`src/rtl/core/tea_pkg.sv`:
```
`default_nettype none

package tea_pkg;

  localparam logic [31:0] DeltaReset = 32'h9E37_79B9;

  // One item as it travels down the cell chain. The cell updates half a,
  // then hands the halves on swapped so that its neighbor updates the other.
  typedef struct packed {
    logic        op;     // 0 encrypt, 1 decrypt
    logic [31:0] half_a; // half that the next cell updates
    logic [31:0] half_b; // half that feeds the mix function
    logic [31:0] key;    // first key of the pair in use
    logic [31:0] sum;    // running sum for the current round
  } cell_data_t;

  function automatic logic [31:0] rotr8(input logic [31:0] x);
    rotr8 = {x[7:0], x[31:8]};
  endfunction

  function automatic logic [31:0] rotr16(input logic [31:0] x);
    rotr16 = {x[15:0], x[31:16]};
  endfunction

  function automatic logic [31:0] tea_mix(input logic [31:0] v,
                                          input logic [31:0] ka,
                                          input logic [31:0] kb,
                                          input logic [31:0] sum);
    tea_mix = ((v << 4) + ka) ^ (v + sum) ^ ((v >> 5) + kb);
  endfunction

endpackage

`default_nettype wire

```
`src/rtl/core/tea_cell.sv`:
```
`default_nettype none

module tea_cell
  import tea_pkg::*;
(
  input  wire logic        clk_i,
  input  wire logic        rst_ni,
  input  wire logic        odd_i,
  input  wire logic [31:0] delta_i,
  input  wire logic        in_valid_i,
  output      logic        in_ready_o,
  input  wire cell_data_t  in_data_i,
  output      logic        out_valid_o,
  input  wire logic        out_ready_i,
  output      cell_data_t  out_data_o
);

  logic       valid_q;
  cell_data_t data_q, data_d;
  logic [31:0] mix_val;
  logic [31:0] new_a;

  assign in_ready_o = !valid_q || out_ready_i;

  always_comb begin
    mix_val = tea_mix(in_data_i.half_b, in_data_i.key, rotr8(in_data_i.key), in_data_i.sum);
    new_a   = in_data_i.op ? (in_data_i.half_a - mix_val) : (in_data_i.half_a + mix_val);
    data_d.op     = in_data_i.op;
    data_d.half_a = in_data_i.half_b;
    data_d.half_b = new_a;
    data_d.key    = rotr16(in_data_i.key);
    // The sum moves once per round, after the second half-round.
    if (odd_i) begin
      data_d.sum = in_data_i.op ? (in_data_i.sum - delta_i) : (in_data_i.sum + delta_i);
    end else begin
      data_d.sum = in_data_i.sum;
    end
  end

  always_ff @(posedge clk_i or negedge rst_ni) begin
    if (!rst_ni) begin
      valid_q <= 1'b0;
    end else if (in_ready_o) begin
      valid_q <= in_valid_i;
    end
  end

  always_ff @(posedge clk_i) begin
    if (in_ready_o && in_valid_i) begin
      data_q <= data_d;
    end
  end

  assign out_valid_o = valid_q;
  assign out_data_o  = data_q;

endmodule

`default_nettype wire

```
`config.mk`:
```
export PLATFORM = sky130hd
export DESIGN_NAME = tea_cell
export DESIGN_NICKNAME = d
export VERILOG_FILES = /design/src/rtl/core/tea_pkg.sv /design/src/rtl/core/tea_cell.sv
export SDC_FILE = /design/constraint.sdc
export NUM_CORES = 1
export LEC_CHECK = 0
export ABC_AREA = 1
export BUFFER_PORTS_ARGS = -buffer_cell sky130_fd_sc_hd__buf_4
export CELL_PAD_IN_SITES_DETAIL_PLACEMENT = 0
export CELL_PAD_IN_SITES_GLOBAL_PLACEMENT = 2
export CORE_ASPECT_RATIO = 1.2
export CORE_MARGIN = 5
export CORE_UTILIZATION = 31
export CTS_CLUSTER_SIZE = 8
export DETAILED_ROUTE_END_ITERATION = 6
export GPL_TIMING_DRIVEN = 0
export HOLD_SLACK_MARGIN = 0.06
export PLACE_DENSITY = 0.87
export SLEW_MARGIN = 20
export SYNTH_ARGS = -nofsm -noshare
export SYNTH_HDL_FRONTEND = slang
export SYNTH_SLANG_ARGS = --single-unit
```
`constraint.sdc`:
```
create_clock -name clk_i -period 9.6 [get_ports clk_i]
set_clock_uncertainty 0.15 [all_clocks]
set_input_delay 1.44 -clock clk_i [delete_from_list [all_inputs] [get_ports clk_i]]
set_output_delay 1.44 -clock clk_i [all_outputs]
set_load 0.01 [all_outputs]
```
# Word level (Yosys, flattened, before mapping)
# Index checks and enable logic that the tools add are counted.
[totals] reg_bits=130 input_bits=166 output_inout_bits=131 word_cells=21
[op_classes] add_sub_neg=7 muxes=3 bitwise=2 n_reduce_logical=3
[op_table] operator="32-bit adder" count=4
[op_table] operator="32-bit 2-to-1 mux" count=3
[op_table] operator="32-bit subtractor" count=2
[op_table] operator="32-bit bitwise XOR" count=2
[op_table] operator="27-bit by 32-bit adder with 32-bit output" count=1
[op_table] operator="1-bit logical AND" count=1
[op_table] operator="1-bit logical NOT" count=1
[op_table] operator="1-bit logical OR" count=1

# Logic depth before layout (Yosys ltp)
# Gate-level depths: netlist of the first run.
[logic_depth] ltp_word=5 depth_mapped=36 depth_no_buf=36

# Worst setup path before layout of the first run
# OpenSTA, ideal clock, no wires.
[synth_timing] kind="input -> register" from="in in_valid_i" to="reg data_q (netlist bit out_data_o[0]) (enable)" setup_ns=0.660 arrival_time_ns=7.693 required_ns=8.790 path_slack_ns=1.098 cell_stages=2 n_path_buf=0 cell_sequence="inv_1 -> a21oi_1"
[synth_between] elab_chain_len=1
[synth_rtl] item="start: declaration" line_no="tea_cell.sv:10" rtl="input wire logic in_valid_i,"
[synth_rtl] item="1-bit logical AND" line_no="tea_cell.sv:49" rtl="if (in_ready_o && in_valid_i) begin"
[synth_rtl] item="end signal: assignment" line_no="tea_cell.sv:50" rtl="data_q <= data_d;"
[synth_rtl] item="end: declaration" line_no="tea_cell.sv:19" rtl="cell_data_t data_q, data_d;"
# No other way between the ends.
# A chain may end at the register's enable or synchronous reset.

==> impl_metrics.py, run 1 <==
metrics = {
    "run_status": {
        "status": "completed",
    },
    "routing": {
        "via_count": 18042,
        "wl_per_cell_um": 19.41,
        "remaining_drc_errors": 0,
        "first_pass_iters": 5,
        "wl_mm": 72.66,
        "via_per_inst": 4.820,
        "drt-initial-drc-count": 970,
        "drtAntennaViolNets": 0,
    },
    "sta": {
        "hold_viol_final": 0,
        "fmax_mhz": 145.7,
        "worst_slew_pin_slew_ns": 1.133,
        "relSlewSlack": 0.2446,
        "report.final.slew_viol_count": 0,
        "rsz0062_at_grt": "false",
        "finalSetupViolCount": 0,
        "final.min_clock_period_ns": 6.864,
        "setup_slack_ns": 2.736,
        "fin_crit_sh": 0.7150,
    },
    "cells_and_area": {
        "drive_gt1_frac": 0.1287,
        "fillCellCount": 5859,
        "mostFrequentLayoutCell": "nand2_1",
        "syn2layout_area_growth_pct": 22.85,
        "fin_nets": 3338,
        "regArea_um2": 3899,
        "final_core_util": 0.3840,
        "diodes": 0,
        "final_cell_mix": "nand2_1, inv_1, buf_4, nor2_1, nand3_1",
        "multi_input_area_um2": 11090,
    },
    "critical_path": {
        "worstPathArrival_ns": 6.95,
        "critPathMaxStageDelay_ns": 0.89,
        "crit_path_end_kind": "register",
        "worst-path-max-fanout": 10,
        "crit_family": "buffers and inverters",
        "worst-setup-path-type": "input pin to register",
        "cp_cell_sequence": "buf_4, clkbuf_2, inv_1, buf_1, buf_1, nand2_1, xor2_1, ha_1, nand2_1, inv_1, a21oi_1, o21ai_1, a21boi_0, o21ai_1, a31oi_1, o21ai_0, nand2_1, nand2_1, xor2_1",
        "cpMostUsedCell": "nand2_1",
        "start_kind": "input pin",
        "required_ns": 9.69,
        "critPathBufInv": 6,
        "cp_slowest_cell": "buf_1",
    },
    "placed_design": {
        "numPortBuffers": 296,
        "post-dp-hpwl_mm": 62.98,
        "post-place-ws_ns": 2.171,
        "gp_congestion": 0.9587,
    },
    "logic_synthesis": {
        "synth-async-reset-ratio": 0.007692,
        "synth_area_per_cell_um2": 6.218,
        "synth_cells": 2697,
        "synth_edf_count": 129,
        "syn-num-nets": 3017,
        "synth.yosys.seq_area_share": 0.2325,
        "ys_warn_count": 0,
        "synthFlopType": "edfxtp_1",
        "syn_area_um2": 16770,
        "ys_ff_latch": 130,
        "synth_cell_types": 47,
    },
    "clock_network": {
        "cts_hold_buf": 0,
        "cts_resized": 0,
        "cts_setup_buffers": 0,
        "htreeDepth": 4,
        "cts_buffers": 17,
        "clk_pin_slew_ns": 0.06,
        "clock_latency_ns": 0.49,
        "cts_tree": "yes",
        "clock_path_buffers": 2,
        "clkSinkCount": 130,
        "cts.root.buffer_cell": "clkbuf_16",
    },
    "floorplanning": {
        "fp.coreArea_um2": 53640,
        "num_rows": 93,
        "ios": 297,
        "initial_utilization": 0.3126,
        "die_y_um": 264.8,
        "dieWidth_um": 222.3,
        "die_area_um2": 58870,
    },
    "global_routing": {
        "grtUsageTotal": 0.2414,
        "grt_first_pass_wirelength_mm": 106.8,
        "gr-total-overflow": 0,
        "antenna_found_initial": 2,
        "first_global_vias": 18192,
        "grt_max_degree": 27,
    },
    "hold_path": {
        "hp-class": "register to register",
    },
    "power_and_ir_drop": {
        "leakagePower_nw": 10.93,
        "ir_drop_v": 0.0001242,
        "finalPower_mw": 3.212,
        "powerDensity_nw_per_um2": 155.9,
    },
    "job": {
        "max_cap_viol_count": 0,
    },
}
==> flip-flops by register name, summed over array words and instances (netlist names) <==
register     cells
out_valid_o      1
out_data_o     129
==> final timing paths <==
| check | startpoint | to | slack, ns | depth (start not counted) |
|---|---|---|---|---|
| min in group asynchronous | rst_ni | out_valid_o | 0.56 | 1 |
| max | in_data_i[128] | out_data_o[86] | 2.74 | 19 |
| max reg2reg | out_valid_o | out_data_o[38] | 7.43 | 6 |
| max in group asynchronous | rst_ni | out_valid_o | 8.66 | 1 |
| min | out_valid_o | out_valid_o | 0.46 | 2 |
| min reg2reg | out_valid_o | out_valid_o | 0.46 | 2 |
==> through the flow <==
step	setup TNS (ns)	hold WS [ns]	instances	cell area, µm²
2_1_floorplan	0	0.4594	2697	16770
3_3_place_gp	-213.95	0.3487	3705	19880
3_5_place_dp	0	0.4479	3711	20060
4_1_cts	0	0.4641	3743	20600
5_1_grt	0	0.5066	3743	20600
6_report	0	0.4586	3743	20600
==> final cells by class <==
| cell class | count | share of cell area |
|---|---|---|
| multi-input combinational | 2091 | 0.5384 |
| sequential | 130 | 0.1893 |
| timing repair buffer | 302 | 0.1159 |
| inverter | 461 | 0.08400 |
| tap | 712 | 0.04324 |
| clock buffer | 19 | 0.02101 |
| clock inverter | 13 | 0.005102 |
| buffer | 15 | 0.003158 |
==> cells by family after synthesis <==
kind of cell,Yosys count,synth area share
simple gates,1507,0.3748
buf+inv,476,0.1068
compound gates,288,0.09453
fa+ha+maj,154,0.1171
xor+xnor,142,0.07416
flops,130,0.2325
==> worst register-to-register path: cells and delay by family (launching register included) <==
family | cells | cell delay, ns
DFF | 1 | 0.43
buffers and inverters | 5 | 1.02
AOI/OAI and AO/OA | 1 | 0.28
==> per-layer routing <==
layer / share of wire / track usage / up-vias
met3: 0.033 / 0.03212 / 99
met5: 0 / 0 / -
li1: - / - / 9296
met1: 0.40 / 0.2664 / 8224
met4: 0.049 / 0.1145 / 0
met2: 0.52 / 0.4553 / 423
==> Yosys cell counts, types with 2 or more instances <==
cell / instances / area (µm²)
inv_1: 457 / 1715
clkbuf_1: 11 / 41.29
o211ai_1: 3 / 22.52
xnor2_1: 55 / 481.7
or2_1: 2 / 12.51
nand2_2: 15 / 93.84
a21oi_2: 2 / 17.52
nand3_1: 194 / 970.9
o21ai_1: 9 / 45.04
edfxtp_1: 129 / 3874
o21bai_1: 16 / 120.1
o22ai_1: 2 / 12.51
fa_1: 5 / 100.1
o221ai_1: 3 / 26.28
a21oi_1: 138 / 690.7
o31ai_1: 2 / 15.01
inv_2: 3 / 11.26
nor2_2: 13 / 81.33
ha_1: 149 / 1864
o21ai_0: 78 / 390.4
or2_2: 8 / 50.05
nor2_1: 218 / 818.3
a21o_1: 3 / 22.52
nand2_1: 957 / 3592
nand3_2: 7 / 70.07
nand3b_1: 19 / 142.6
a31oi_1: 19 / 118.9
nor3_1: 24 / 120.1
a221oi_1: 4 / 35.03
nor3_2: 4 / 40.04
nor4_1: 8 / 50.05
nand4_1: 31 / 193.9
a21boi_0: 5 / 37.54
buf_1: 2 / 7.510
and2_1: 2 / 12.51
xor2_1: 87 / 762.0
o21a_1: 3 / 22.52
==> where the power goes <==
group / internal (mW) / switching [mW]
registers: 0.754 / 0.0214
logic: 0.651 / 1.15
clock network: 0.333 / 0.304
total: 1.74 / 1.47
Note: power is estimated with default switching activity, not from simulation.
==> run 2, diff against run 1 <==
--- a/config.mk
+++ b/config.mk
@@ -5,18 +5,18 @@
 export SDC_FILE = /design/constraint.sdc
 export NUM_CORES = 1
 export LEC_CHECK = 0
-export ABC_AREA = 1
+export ABC_AREA = 0
 export BUFFER_PORTS_ARGS = -buffer_cell sky130_fd_sc_hd__buf_4
 export CELL_PAD_IN_SITES_DETAIL_PLACEMENT = 0
 export CELL_PAD_IN_SITES_GLOBAL_PLACEMENT = 2
 export CORE_ASPECT_RATIO = 1.2
 export CORE_MARGIN = 5
-export CORE_UTILIZATION = 31
+export CORE_UTILIZATION = 33
 export CTS_CLUSTER_SIZE = 8
 export DETAILED_ROUTE_END_ITERATION = 6
 export GPL_TIMING_DRIVEN = 0
 export HOLD_SLACK_MARGIN = 0.06
-export PLACE_DENSITY = 0.87
+export PLACE_DENSITY = 0.84
 export SLEW_MARGIN = 20
 export SYNTH_ARGS = -nofsm -noshare
 export SYNTH_HDL_FRONTEND = slang
==> constraint.sdc (replaced) <==
create_clock -name clk_i -period 7.1 [get_ports clk_i]
set_clock_uncertainty 0.15 [all_clocks]
set_input_delay 1.065 -clock clk_i [delete_from_list [all_inputs] [get_ports clk_i]]
set_output_delay 1.065 -clock clk_i [all_outputs]
set_load 0.01 [all_outputs]
==> impl_metrics.py, run 2 <==
metrics = {
    "logic_synthesis": {
        "syn_area_um2": 13350,
        "yosysMostFrequentCell": "xnor2_1",
        "synthFlopType": "edfxtp_1",
        "synth_commonest_cells": "xnor2_1, ha_1, a21oi_1",
        "synth_cell_types": 92,
        "synth_top_area_share": 0.2903,
        "synth-async-reset-ratio": 0.007692,
        "synth_area_leader_cell": "edfxtp_1",
        "synth_cells": 1400,
        "synth.yosys.seq_area_share": 0.2921,
        "synth_area_per_cell_um2": 9.532,
        "synth.area.top_cells": "edfxtp_1, ha_1, xnor2_1, a21oi_1, xor2_1",
        "ys_ff_latch": 130,
        "ys_warn_count": 0,
        "syn-num-nets": 1720,
        "synth_edf_count": 129,
    },
    "cells_and_area": {
        "regArea_um2": 3899,
        "fin_nets": 2038,
        "final_cell_mix": "buf_4, xnor2_1, ha_1, a21oi_1, edfxtp_1",
        "largest_reg_flops": 129,
        "mostFrequentLayoutCell": "buf_4",
        "fin_area_um2": 16960,
        "drive_gt1_frac": 0.2306,
        "fillCellCount": 3997,
        "syn2layout_area_growth_pct": 27.10,
        "multi_input_area_um2": 9228,
    },
    "critical_path": {
        "worst-path-max-fanout": 5,
        "worstPathArrival_ns": 6.82,
        "required_ns": 7.16,
        "start_kind": "input pin",
        "crit_path_end_kind": "register",
        "worst-setup-path-type": "input pin to register",
    },
    "sta": {
        "rsz0062_at_grt": "false",
        "finalSetupViolCount": 0,
        "fin_crit_sh": 0.9533,
        "worst_slew_pin_slew_ns": 1.047,
        "final.min_clock_period_ns": 6.768,
        "relSlewSlack": 0.3018,
        "report.final.slew_viol_count": 0,
        "fmax_mhz": 147.7,
        "hold_viol_final": 0,
    },
    "routing": {
        "wl_mm": 44.65,
        "first_pass_iters": 5,
        "wl_per_cell_um": 19.72,
        "via_per_inst": 5.148,
        "remaining_drc_errors": 0,
        "drt-initial-drc-count": 620,
        "via_count": 11654,
        "drtAntennaViolNets": 0,
    },
    "floorplanning": {
        "fp.coreArea_um2": 39840,
        "die_area_um2": 44580,
        "die_y_um": 230.3,
        "initial_utilization": 0.3350,
        "dieWidth_um": 193.6,
        "num_rows": 80,
        "ios": 297,
    },
    "global_routing": {
        "first_global_vias": 11769,
        "gr-total-overflow": 0,
        "grt.met2_usage": 0.3489,
        "antenna_found_initial": 1,
        "use_met3": 0.03734,
        "grt_max_degree": 60,
        "top_usage_layer": "met2",
        "grtUsageMet1": 0.2384,
        "grtUsageTotal": 0.1949,
        "grt_first_pass_wirelength_mm": 67.67,
    },
    "clock_network": {
        "cts.root.buffer_cell": "clkbuf_16",
        "clk_pin_slew_ns": 0.06,
        "clock_path_buffers": 2,
        "cts_tree": "yes",
        "cts_hold_buf": 0,
        "clock_latency_ns": 0.45,
        "htreeDepth": 4,
        "clkSinkCount": 130,
        "cts_buffers": 17,
    },
    "power_and_ir_drop": {
        "finalPower_mw": 4.684,
        "ir_drop_v": 0.0001669,
        "leakagePower_nw": 7.121,
        "powerDensity_nw_per_um2": 276.2,
    },
    "job": {
        "max_cap_viol_count": 0,
    },
    "placed_design": {
        "post-dp-hpwl_mm": 37.70,
        "gp_congestion": 0.9145,
        "numPortBuffers": 296,
        "dpl_cell_area_um2": 16290,
    },
    "hold_path": {
        "hp-class": "input pin to asynchronous set/reset pin",
    },
    "run_status": {
        "status": "completed",
    },
}
==> run 2: cell count changes after synthesis, sizes merged, moves of 17 or more <==
cell / change
nand2: -907
inv: -403
nand3: -181
xnor2: +143
nor2: -126
a21o: +52
xor2: -38
nand2b: +23
a211oi: +17
mux2: +17
nand3b: -17
==> run 2: cell type report <==
cell class                      instances  share of cell area
Multi-Input combinational cell       1189              0.5440
Sequential cell                       130              0.2299
Timing Repair Buffer                  299              0.1347
Tap cell                              533             0.03932
Clock buffer                           18             0.02530
Inverter                               57             0.01261
Clock inverter                         13            0.008188
Buffer                                 24            0.005828
Antenna cell                            1           0.0001475
==> run 2: timing repair <==
action                                  CTS  global route
endpoints found under the setup margin    0             2
resized for setup                         0            15
setup buffers                             0             1
==> run 2: worst max-delay path: stages <==
cell	delay [ns]
buf_4	0.13
ha_1	0.23
fa_1	0.46
a21oi_2	0.21
o221ai_2	0.21
a2111oi_4	0.44
o31a_2	0.22
o21ai_2	0.09
a21oi_1	0.24
xnor3_2	0.44
nor3b_2	0.21
and2_1	0.19
and3_2	0.26
nor2_1	0.07
xor2_1	0.19
ha_1	0.34
inv_1	0.09
nor2_1	0.05
o21a_1	0.16
o21ai_0	0.18
nand2b_1	0.08
o311a_1	0.16
o2111ai_1	0.20
nand2_1	0.12
a31oi_1	0.21
xnor3_1	0.44
xnor2_1	0.14
==> run 2: power breakdown <==
part	switching (mW)	internal, mW
Combinational	1.44	1.26
Clock	0.360	0.512
Sequential	0.0337	1.08
==> run 2: worst paths after layout <==
check	depth (start not counted)	slack, ns	endpoint	startpoint
setup / recovery	27	0.33	out_data_o[95]	in_data_i[0]
hold / removal	1	0.23	out_valid_o	rst_ni
setup reg to reg	3	5.33	out_data_o[56]	out_valid_o
hold reg to reg	2	0.42	out_valid_o	out_valid_o
max in group asynchronous	1	6.49	out_valid_o	rst_ni
min in group clk_i	2	0.42	out_valid_o	out_valid_o
==> run 2: per-layer routing <==
metal / vias up / wire (µm)
li1: 5872 / -
met1: 5464 / 19150
met3: 35 / 2026
met2: 283 / 22520
met5: - / 0
met4: 0 / 948
==> run 2: stage by stage <==
stage | setup WS [ns] | utilization | setup TNS [ns] | cells | hold slack (ns)
2_1_floorplan | 0.6720 | - | 0 | 1400 | 0.4721
6_report | 0.3316 | 0.4258 | 0 | 2264 | 0.2260
4_1_cts | 0.1416 | 0.4232 | 0 | 2262 | 0.1881
3_3_place_gp | -0.2792 | 0.4075 | -0.3098 | 2229 | 0.3636
3_5_place_dp | -0.3652 | 0.4090 | -0.4174 | 2231 | 0.4017
5_1_grt | 0.003250 | 0.4258 | 0 | 2264 | 0.2038
==> run 2: cells by family after synthesis <==
logic type	count (synthesis)	synth area share
XOR/XNOR	254	0.1763
AND/OR/NAND/NOR	338	0.1293
buffers and inverters	81	0.02344
flip-flops	130	0.2921
adder cells (fa/ha/maj)	154	0.1472
multiplexers	19	0.01584
AO/OA/AOI/OAI	424	0.2158
